<file path="config.mk">
export PLATFORM = sky130hd
export DESIGN_NAME = fatre_front
export DESIGN_NICKNAME = d
export VERILOG_FILES = /design/src/sv/fatre_pkg.sv /design/src/sv/fatre_front.sv
export SDC_FILE = /design/constraint.sdc
export NUM_CORES = 1
export LEC_CHECK = 0
export BUFFER_PORTS_ARGS = -buffer_cell sky130_fd_sc_hd__buf_2
export CAP_MARGIN = 15
export CELL_PAD_IN_SITES_DETAIL_PLACEMENT = 1
export CELL_PAD_IN_SITES_GLOBAL_PLACEMENT = 2
export CORE_UTILIZATION = 34
export CTS_BUF_LIST = sky130_fd_sc_hd__clkbuf_2 sky130_fd_sc_hd__clkbuf_4 sky130_fd_sc_hd__clkbuf_8
export DETAILED_ROUTE_END_ITERATION = 6
export PLACE_DENSITY_LB_ADDON = 0.25
export SKIP_CTS_REPAIR_TIMING = 1
export SYNTH_ARGS = -nofsm -noshare
export SYNTH_HDL_FRONTEND = slang
export SYNTH_SLANG_ARGS = --single-unit
</file>
<file path="constraint.sdc">
create_clock -name clk -period 7.45 [get_ports clk]
set_clock_uncertainty 0.1 [all_clocks]
set_input_delay 0 -clock clk [delete_from_list [all_inputs] [get_ports clk]]
set_output_delay 0 -clock clk [all_outputs]
set_load 0.05 [all_outputs]
</file>
<file path="src/sv/fatre_pkg.sv">
package fatre_pkg;

    // Defaults for the top-level parameters
    localparam int FAT_ENTRIES_DEF  = 65536;
    localparam int MAX_SEGMENTS_DEF = 64;

    // Stream word widths (bits, zero padded)
    localparam int IN_W  = 192;
    localparam int OUT_W = 96;

    // Command queue between front and back
    localparam int QUEUE_DEPTH = 2;

    localparam logic [15:0] CHAIN_END   = 16'hFFF8;
    localparam logic [7:0]  ATTR_DIR    = 8'h10;
    localparam logic [7:0]  ATTR_VOLUME = 8'h08;
    localparam logic [19:0] SEG_MAX     = 20'hFFFFF;

    typedef enum logic [1:0] {
        OP_FAT_WRITE = 2'd0,
        OP_OPEN      = 2'd1,
        OP_SEEK      = 2'd2,
        OP_READ      = 2'd3
    } op_t;

    typedef enum logic [1:0] {
        ORG_START   = 2'd0,
        ORG_CURRENT = 2'd1,
        ORG_END     = 2'd2,
        ORG_BAD     = 2'd3
    } origin_t;

    typedef enum logic [2:0] {
        STS_OK          = 3'd0,
        STS_OPEN_REJECT = 3'd1,
        STS_SEEK_RANGE  = 3'd2,
        STS_CHAIN_END   = 3'd3,
        STS_EOF         = 3'd4
    } status_t;

    typedef enum logic [2:0] {
        REG_BYTES_PER_SECTOR    = 3'd0,
        REG_SECTORS_PER_CLUSTER = 3'd1,
        REG_RESERVED_SECTORS    = 3'd2,
        REG_FAT_COUNT           = 3'd3,
        REG_FAT_SIZE            = 3'd4,
        REG_ROOT_ENTRY_COUNT    = 3'd5
    } reg_index_t;

    typedef enum logic [3:0] {
        ENG_IDLE,
        ENG_PREP,
        ENG_SEEK_DT,
        ENG_SEEK_DP,
        ENG_WALK,
        ENG_WALK_WAIT,
        ENG_RD_ROOT,
        ENG_RD_WITHIN,
        ENG_SEG,
        ENG_ADDR1,
        ENG_ADDR2,
        ENG_EMIT,
        ENG_NEXT_WAIT
    } eng_state_t;

    // Volume geometry
    typedef struct packed {
        logic [12:0] bytes_per_sector;
        logic [7:0]  sectors_per_cluster;
        logic [15:0] reserved_sectors;
        logic [2:0]  fat_count;
        logic [15:0] fat_size;
        logic [15:0] root_entry_count;
    } cfg_t;

    // Classified command as queued for the back end
    typedef struct packed {
        op_t                op;
        logic [15:0]        fat_index;
        logic [15:0]        fat_value;
        logic [15:0]        first_cluster;
        logic [31:0]        file_length;
        logic               open_ok;
        logic signed [32:0] seek_offset;
        origin_t            seek_origin;
        logic [31:0]        read_req;
    } cmd_t;

    typedef struct packed {
        logic        start;
        logic [31:0] dividend;
        logic [20:0] divisor;
    } div_req_t;

    typedef struct packed {
        logic        done;
        logic [31:0] quot;
        logic [20:0] rem;
    } div_rsp_t;

    function automatic logic usable(input logic [15:0] c);
        return (c >= 16'd2) && (c < CHAIN_END);
    endfunction

endpackage

</file>
<file path="src/sv/fatre_front.sv">
module fatre_front
    import fatre_pkg::*;
(
    input  logic            clk,
    input  logic            rst_n,
    input  logic            s_tvalid,
    output logic            s_tready,
    // fat_index, fat_value, first_cluster, file_length, attributes,
    // seek_offset, seek_origin, read_length, buffer_size
    input  logic [IN_W-1:0] s_tdata,
    // opcode
    input  logic [1:0]      s_tuser,
    output logic            q_valid,
    output cmd_t            q_item,
    input  logic            q_pop
);

    localparam int PW = (QUEUE_DEPTH > 1) ? $clog2(QUEUE_DEPTH) : 1;
    localparam int CW = $clog2(QUEUE_DEPTH + 1);

    cmd_t          q_mem [QUEUE_DEPTH];
    logic [PW-1:0] wr_ptr_reg, wr_ptr_next;
    logic [PW-1:0] rd_ptr_reg, rd_ptr_next;
    logic [CW-1:0] count_reg, count_next;

    cmd_t        cls;
    logic [7:0]  attr;
    logic [31:0] rd_len;
    logic [31:0] buf_size;
    logic        push;

    // Classify the incoming word
    always_comb
    begin
        attr             = s_tdata[87:80];
        rd_len           = s_tdata[154:123];
        buf_size         = s_tdata[186:155];
        cls.op           = op_t'(s_tuser);
        cls.fat_index    = s_tdata[15:0];
        cls.fat_value    = s_tdata[31:16];
        cls.first_cluster= s_tdata[47:32];
        cls.file_length  = s_tdata[79:48];
        cls.open_ok      = ((attr & (ATTR_DIR | ATTR_VOLUME)) == 8'd0);
        cls.seek_offset  = s_tdata[120:88];
        cls.seek_origin  = origin_t'(s_tdata[122:121]);
        cls.read_req     = (rd_len < buf_size) ? rd_len : buf_size;
    end

    assign s_tready = (count_reg != CW'(QUEUE_DEPTH));
    assign push     = s_tvalid && s_tready;
    assign q_valid  = (count_reg != '0);
    assign q_item   = q_mem[rd_ptr_reg];

    // Pointer and fill bookkeeping
    always_comb
    begin
        wr_ptr_next = wr_ptr_reg;
        rd_ptr_next = rd_ptr_reg;
        count_next  = count_reg;
        if (push)
        begin
            wr_ptr_next = (wr_ptr_reg == PW'(QUEUE_DEPTH - 1)) ? '0 : wr_ptr_reg + 1'b1;
        end
        if (q_pop)
        begin
            rd_ptr_next = (rd_ptr_reg == PW'(QUEUE_DEPTH - 1)) ? '0 : rd_ptr_reg + 1'b1;
        end
        if (push && !q_pop)
        begin
            count_next = count_reg + 1'b1;
        end
        else if (!push && q_pop)
        begin
            count_next = count_reg - 1'b1;
        end
    end

    always_ff @(posedge clk or negedge rst_n)
    begin
        if (!rst_n)
        begin
            wr_ptr_reg <= '0;
            rd_ptr_reg <= '0;
            count_reg  <= '0;
        end
        else
        begin
            wr_ptr_reg <= wr_ptr_next;
            rd_ptr_reg <= rd_ptr_next;
            count_reg  <= count_next;
        end
    end

    always_ff @(posedge clk)
    begin
        if (push)
        begin
            q_mem[wr_ptr_reg] <= cls;
        end
    end

endmodule

</file>
== Word level (Yosys, flattened, before mapping) ==
Memories as Yosys holds them, arrays and structs flattened.
Cells that the tools add are included.
Widths: inputs -> output; s select.
Cells by class
  add/subtract/negate cells: 4
  multiply operators: 0
  div/mod/pow operators: 0
  magnitude comparators: 1
  equal/unequal tests: 1
  shift operators: 0
  multiplexer cells: 7
  bitwise operators: 0
  reduce and logical (&&, ||, !) cells: 8
Operators by type and width (count)
  $lt 32x32->1: 1
  $mux 32: 1
  $logic_not 8->1: 1
  $mux 1: 4
  $mux 2: 2
  $reduce_bool 2->1: 2
  $logic_and 1x1->1: 3
  $add 1x1->1 const B: 2
  $add 2x1->2 const B: 1
  $logic_not 1->1: 2
  $ne 2x2->1 const B: 1
  $sub 2x1->2 const B: 1
Word-level totals
  flip-flop bits (word level): 4
  latch bits: 0
  bits in writable memories: 300
  ROM bits: 0
  input port bits: 198
  output and inout port bits: 152
  memories kept: 1
Memory list
  q_mem: words 2, bits a word 150, read ports 1, clocked after memory_dff 0, wr ports 1, line fatre_front.sv:21  | cmd_t q_mem [QUEUE_DEPTH];

== Longest topological paths before layout ==
Gate-level depths: netlist (run 1).
  depth in word-level cells: 6
  mapped depth: 9

== Worst setup path before layout (run 1) ==
No wires, ideal clock.
  path kind: reg-to-reg
  start: reg count_reg[0]
  end: mem q_mem[0][0] (netlist name) (enable)
  setup time: 0.662 ns
  data arrival time: 7.298 ns
  slack: -0.610 ns
  cell stages (with the launch flop): 4
  period minus slack after synthesis: 8.060 ns
  path through: dfrtp_1 nand2b_1 nand2_1 nor2_1
On the way
  word-level cells in the longest chain between the ends: 4
Ends and longest elaborated chain
  start, declared: line fatre_front.sv:24  | logic [CW-1:0] count_reg, count_next;
  start signal, assigned: line fatre_front.sv:90  | count_reg <= count_next;
  $ne 2x2->1: line fatre_front.sv:49  | assign s_tready = (count_reg != CW'(QUEUE_DEPTH));
  via s_tready: line fatre_front.sv:7  | output logic s_tready,
  $logic_and 1x1->1: line fatre_front.sv:50  | assign push = s_tvalid && s_tready;
  $mux 1: line fatre_front.sv:96  | if (push)
  $mux 1 (implied by the code): line fatre_front.sv:98  | q_mem[wr_ptr_reg] <= cls;
  end, declared: line fatre_front.sv:21
The timed path passes the listed nets, and every way through them passes these cells.

==> results.py, run 1 <==
metrics = {
    "die": {
        "initial_core_util_pct": 34.8,
        "die_h_um": 191,
        "die-area_mm2": 0.0365,
        "die_w_um": 191,
        "ios": 350,
        "rows": 68,
        "core_mm2": 0.0349,
    },
    "flow_run": {
        "max-cap-violations": 0,
    },
    "clock_network": {
        "path_clk_slew_ns": 0.06,
        "clock-root-buffer": "clkbuf_8",
        "htreeDepth": 2,
        "cts.sinks": 304,
        "clk_latency_ns": 0.61,
        "cts_tree": "done",
        "cts_buffer_depth": 3,
        "cts_buffers": 52,
    },
    "pwr": {
        "pwr-share-comb_pct": 43.3,
        "p_leak_nw": 6.99,
        "ir_drop_mv": 0.343,
        "p_sw_mw": 2.87,
        "p_int_mw": 3.93,
        "p_clk_share_pct": 20.6,
        "p_seq_share_pct": 36.1,
        "switching_share_pct": 42.2,
        "powerDensity_mw_per_mm2": 384,
    },
    "route": {
        "routedWlPerCell_um": 17.9,
        "first_pass_iters": 4,
        "drc": 0,
        "ant_nets": 0,
        "routed_wl_mm": 31.2,
        "dr.first_iter.drc_count": 246,
        "num_vias": 7873,
        "viasPerCell": 4.53,
    },
    "hold_path": {
        "hold_path_class": "input port to flop",
    },
    "place": {
        "hpwlAfterDp_mm": 18.1,
        "place_area_mm2": 0.0144,
        "place.gp.congestion": 0.740,
        "port-buffer-count": 338,
    },
    "finish": {
        "layout-drive-gt1-share_pct": 47.1,
        "nFillCells": 3480,
        "nets": 1478,
        "post-route-util_pct": 50.8,
        "final_common_cell": "buf_2",
        "largest_reg_flops": 300,
        "fin_area_mm2": 0.0177,
        "syn2layout_area_growth_pct": 46.1,
        "layout_common_cells": "buf_2, edfxtp_1, dlygate4sd3_1, mux2_2, clkbuf_8",
    },
    "worst_setup_path": {
        "worstPathArrival_ns": 3.94,
        "worstPathMaxFanout": 23,
        "cp-end-kind": "flop",
        "crit_type": "input port to flop",
        "crit_required_ns": 7.68,
        "worst_setup_path_start_kind": "input port",
    },
    "global_route": {
        "grt_max_degree": 71,
        "grt_overflow": 0,
        "grt_pass1_vias": 7241,
        "grt_use_met2_pct": 22.5,
        "antenna_found_initial": 1,
        "gr-usage-met1_pct": 17.5,
        "top_usage_layer": "met2",
        "grt_pass1_wl_mm": 40.5,
        "grtUsageTotal_pct": 14.6,
        "grt_use_met3_pct": 7.49,
    },
    "timing": {
        "finalSetupTns_ns": 0,
        "relSlewSlack_pct": 33.4,
        "hold_viol": 0,
        "rsz0062_at_grt": "no",
        "fmax_mhz": 270,
        "maxSlewViolCount": 0,
        "finalCritPeriodShare_pct": 49.8,
        "worstMarginPinSlew_ns": 0.999,
        "period_needed_ns": 3.71,
        "setup_violations": 0,
    },
    "logic_synthesis": {
        "syn_nets": 857,
        "avgSynthCellArea_um2": 19.4,
        "synth_cell_types": 29,
        "yosys_register_bits": 304,
        "synth-edff-count": 300,
        "synth-main-ff-cell": "edfxtp_1",
        "syn_area_mm2": 0.0121,
        "yosysWarnings": 0,
        "ys_seq_area_share_pct": 75.0,
        "async_reset_ff_share_pct": 1.32,
        "synthCells": 627,
    },
    "outcome": {
        "status": "completed",
    },
}
## power groups by stage
stage / Sequential, mW / Clock [mW] / Combinational [mW]
2_1_floorplan: 2.50 / 0 / 2.20
3_3_place_gp: 2.47 / 0 / 2.84
3_5_place_dp: 2.49 / 0 / 2.84
4_1_cts: 2.46 / 1.45 / 2.85
5_1_grt: 2.50 / 1.52 / 3.10
6_report: 2.46 / 1.40 / 2.95
## worst max-delay path, stage by stage
cell           delay (ns)
dlygate4sd3_1        0.54
buf_2                0.11
inv_1                0.04
ha_1                 0.28
and3_1               0.20
a221oi_1             0.25
o31ai_1              0.14
a211o_1              0.38
a211oi_4             0.56
buf_4                0.44
mux2_2               0.39
dlygate4sd3_1        0.61
## Yosys cell counts (3+ instances only)
cell / n / area (um^2)
edfxtp_1: 300 / 9010
mux2_2: 179 / 2020
inv_1: 33 / 124
ha_1: 32 / 400
clkbuf_1: 17 / 63.8
a21oi_1: 8 / 40.0
nand2_1: 7 / 26.3
nor2_1: 7 / 26.3
dfrtp_1: 4 / 100
a21o_1: 3 / 22.5
and4_1: 3 / 26.3
buf_6: 3 / 33.8
mux2_1: 3 / 33.8
nand3_1: 3 / 15.0
nand4_1: 3 / 18.8
xor2_1: 3 / 26.3
## layer usage
metal	routed length (um)	part of all wire, %	up-vias
li1	-	-	3692
met1	12200	39	3857
met2	15500	50	276
met3	2800	9.0	46
met4	636	2.0	2
met5	13	0.042	-
## layout make-up
cell class	instances	area [um^2]	area share, %
Sequential cell	304	9110	51.4
Timing Repair Buffer	587	4170	23.5
Multi-Input combinational cell	270	2830	15.9
Clock buffer	70	857	4.83
Tap cell	455	569	3.21
Inverter	33	124	0.698
Clock inverter	17	80.1	0.451
Antenna cell	1	2.50	0.0141
## through the flow
step           instances  setup WS [ns]  hold slack (ns)  total power, mW
3_5_place_dp        1407           4.22           -0.288             5.33
5_1_grt             1736           3.52          -0.0186             7.11
3_3_place_gp        1407           4.16           -0.290             5.31
6_report            1737           3.74           0.0235             6.80
4_1_cts             1494           4.43           -0.986             6.75
2_1_floorplan        627           1.92           -0.396             4.70
## final timing paths
kind / startpoint / endpoint / slack, ns / cells past startpoint
setup / recovery: s_tdata[162] / q_mem[0][21] / 3.74 / 12
hold / removal: s_tdata[9] / q_mem[0][141] / 0.02 / 2
setup reg to reg: count_reg[0] / q_mem[0][69] / 4.53 / 4
hold reg to reg: count_reg[1] / count_reg[1] / 0.39 / 1
max in group asynchronous: rst_n / rd_ptr_reg / 6.85 / 3
min in group asynchronous: rst_n / count_reg[0] / 0.21 / 3
## cell families (layout without fill, tap and decap cells)
kind of cell    Yosys count  count (layout)  share of synthesized area, %
flops                   304             304                          75.0
mux                     182             182                          16.9
buf+inv                  53             707                          1.82
fa+ha+maj                32              32                          3.30
simple gates             29              29                          1.24
compound gates           22              22                          1.39
xor+xnor                  5               5                         0.361
other cells               0               1                             0
No activity file was read; power rests on OpenSTA's default activity.
==> inputs of run 2 (changes only) <==
- CORE_UTILIZATION: 34 -> 38
- clock period: 7.45 -> 3.7 ns (I/O delays scaled with it)
==> results.py, run 2 (synthesis results as in run 1) <==
metrics = {
    "worst_setup_path": {
        "cp-end-kind": "flop",
        "worstSetupEndpoint": "q_mem[0][17]",
        "r2r_start": "count_reg[0]",
        "worstPathMaxFanout": 21,
        "crit_slowest_cell": "dlygate4sd3_1",
        "r2r_cells": 4,
        "crit_chain": "dlygate4sd3_1 > buf_2 > inv_1 > ha_1 > a21o_1 > a221oi_1 > o31ai_1 > a211o_1 > a211oi_4 > buf_4 > mux2_2 > dlygate4sd3_1",
        "crit_required_ns": 3.90,
        "worst_setup_path_start_kind": "input port",
        "worst-path-buf-inv": 5,
        "crit_family": "buffers and inverters",
        "r2r_slack_ns": 1.54,
        "worstPathArrival_ns": 3.45,
        "crit_start": "s_tdata[161]",
        "crit_type": "input port to flop",
        "slowest_delay_ns": 0.59,
        "worst-path-stages": 12,
        "reg2reg_to": "q_mem[0][25]",
        "cp_common_cell": "dlygate4sd3_1",
    },
    "clock_network": {
        "clk_latency_ns": 0.56,
        "cts.sinks": 304,
        "cts_buffers": 52,
        "cts_buffer_depth": 3,
        "cts_tree": "done",
        "path_clk_slew_ns": 0.06,
        "clock-root-buffer": "clkbuf_8",
        "htreeDepth": 2,
    },
    "die": {
        "rows": 65,
        "core_mm2": 0.0315,
        "die-area_mm2": 0.0327,
        "ios": 350,
        "die_w_um": 181,
        "initial_core_util_pct": 38.6,
        "die_h_um": 181,
    },
    "route": {
        "viasPerCell": 4.68,
        "drc": 0,
        "ant_nets": 0,
        "dr.first_iter.drc_count": 262,
        "num_vias": 7639,
        "first_pass_iters": 4,
        "routed.top_layer": "met4",
        "routedWlPerCell_um": 18.2,
        "routed-wl-met2_mm": 15.1,
        "routed_wl_mm": 29.7,
        "wl_met1_mm": 11.6,
        "wl_met3_mm": 2.55,
    },
    "pwr": {
        "pwr-share-comb_pct": 42.8,
        "p_leak_nw": 6.79,
        "ir_drop_mv": 0.360,
        "p_int_mw": 7.95,
        "p_seq_share_pct": 36.3,
        "p_sw_mw": 5.78,
        "p_clk_share_pct": 20.9,
        "switching_share_pct": 42.1,
        "powerDensity_mw_per_mm2": 799,
    },
    "timing": {
        "hold_viol": 0,
        "worstMarginPinSlew_ns": 1.04,
        "maxSlewViolCount": 0,
        "fin_ws_ns": 0.447,
        "rsz0062_at_grt": "no",
        "setup_violations": 0,
        "finalCritPeriodShare_pct": 87.9,
        "period_needed_ns": 3.25,
        "finalSetupTns_ns": 0,
        "relSlewSlack_pct": 30.7,
        "fmax_mhz": 307,
    },
    "finish": {
        "layout_common_cells": "buf_2, edfxtp_1, dlygate4sd3_1, mux2_2, clkbuf_8",
        "final_common_cell": "buf_2",
        "syn2layout_area_growth_pct": 41.6,
        "instances_no_fill": 1633,
        "largest_reg_flops": 300,
        "nFillCells": 3070,
        "nets": 1423,
        "register_area_mm2": 0.00911,
        "multi_input_area_mm2": 0.00283,
        "layout-drive-gt1-share_pct": 49.3,
    },
    "place": {
        "port-buffer-count": 338,
        "place.gp.congestion": 0.706,
        "dp_slack_ns": 0.946,
        "hpwlAfterDp_mm": 17.9,
        "placed_cells": 1354,
    },
    "global_route": {
        "grt_overflow": 0,
        "grt_pass1_wl_mm": 41.0,
        "grtUsageTotal_pct": 16.3,
        "grt_max_degree": 151,
        "antenna_found_initial": 2,
        "grt_pass1_vias": 7460,
    },
    "flow_run": {
        "max-cap-violations": 0,
    },
    "hold_path": {
        "hold_path_class": "input port to flop",
    },
    "outcome": {
        "status": "completed",
    },
}
run 2: cell types whose count changed in the layout (fill, tap and decap cells not counted), moves of 2 or more:
cell | before | now
buf_12 | 0 | 3
buf_4 | 7 | 4
clkbuf_4 | 17 | 14
clkinv_1 | 14 | 16
clkinv_2 | 1 | 5
dlygate4sd3_1 | 242 | 187
run 2: worst min path at each step:
stage | startpoint | end | slack [ns] | cells after the start
2_1_floorplan | rst_n | count_reg[0] | -0.40 | 0
3_3_place_gp | rst_n | wr_ptr_reg | -0.29 | 1
3_5_place_dp | rst_n | wr_ptr_reg | -0.29 | 1
4_1_cts | rst_n | wr_ptr_reg | -0.92 | 1
5_1_grt | s_tdata[23] | q_mem[0][123] | 0.01 | 2
6_report | s_tdata[28] | q_mem[0][128] | 0.05 | 2
run 2: area by class of cell:
cell class	count	share of cell area (%)
clock buffer	67	4.85
inverter	33	0.720
tap	402	2.93
sequential	304	53.0
antenna	1	0.0146
clock inverter	24	0.800
multi-input combinational	270	16.4
timing repair buffer	532	21.2
run 2: power groups by stage:
stage	clock (mW)	combinational, mW	sequential (mW)
after floorplan	0	4.44	4.96
after global placement	0	5.73	5.01
after detailed placement	0	5.74	5.06
after CTS	2.97	5.76	4.99
after global routing	3.13	6.14	5.06
final	2.87	5.87	4.99
run 2: per-stage QoR:
step / total power [mW] / hold slack (ns) / instance area, um^2 / util [%]
detailed placement: 10.8 / -0.285 / 14300 / 45.6
CTS: 13.7 / -0.921 / 15300 / 48.7
global route: 14.3 / 0.0125 / 17200 / 54.6
floorplan: 9.40 / -0.396 / 12200 / -
finish: 13.7 / 0.0547 / 17200 / 54.6
global placement: 10.7 / -0.289 / 14300 / 45.6
run 2: layer usage:
layer	vias up	track usage (%)
met5	-	0
met1	3732	17.9
met4	0	4.65
met3	49	7.60
li1	3590	-
met2	268	28.2
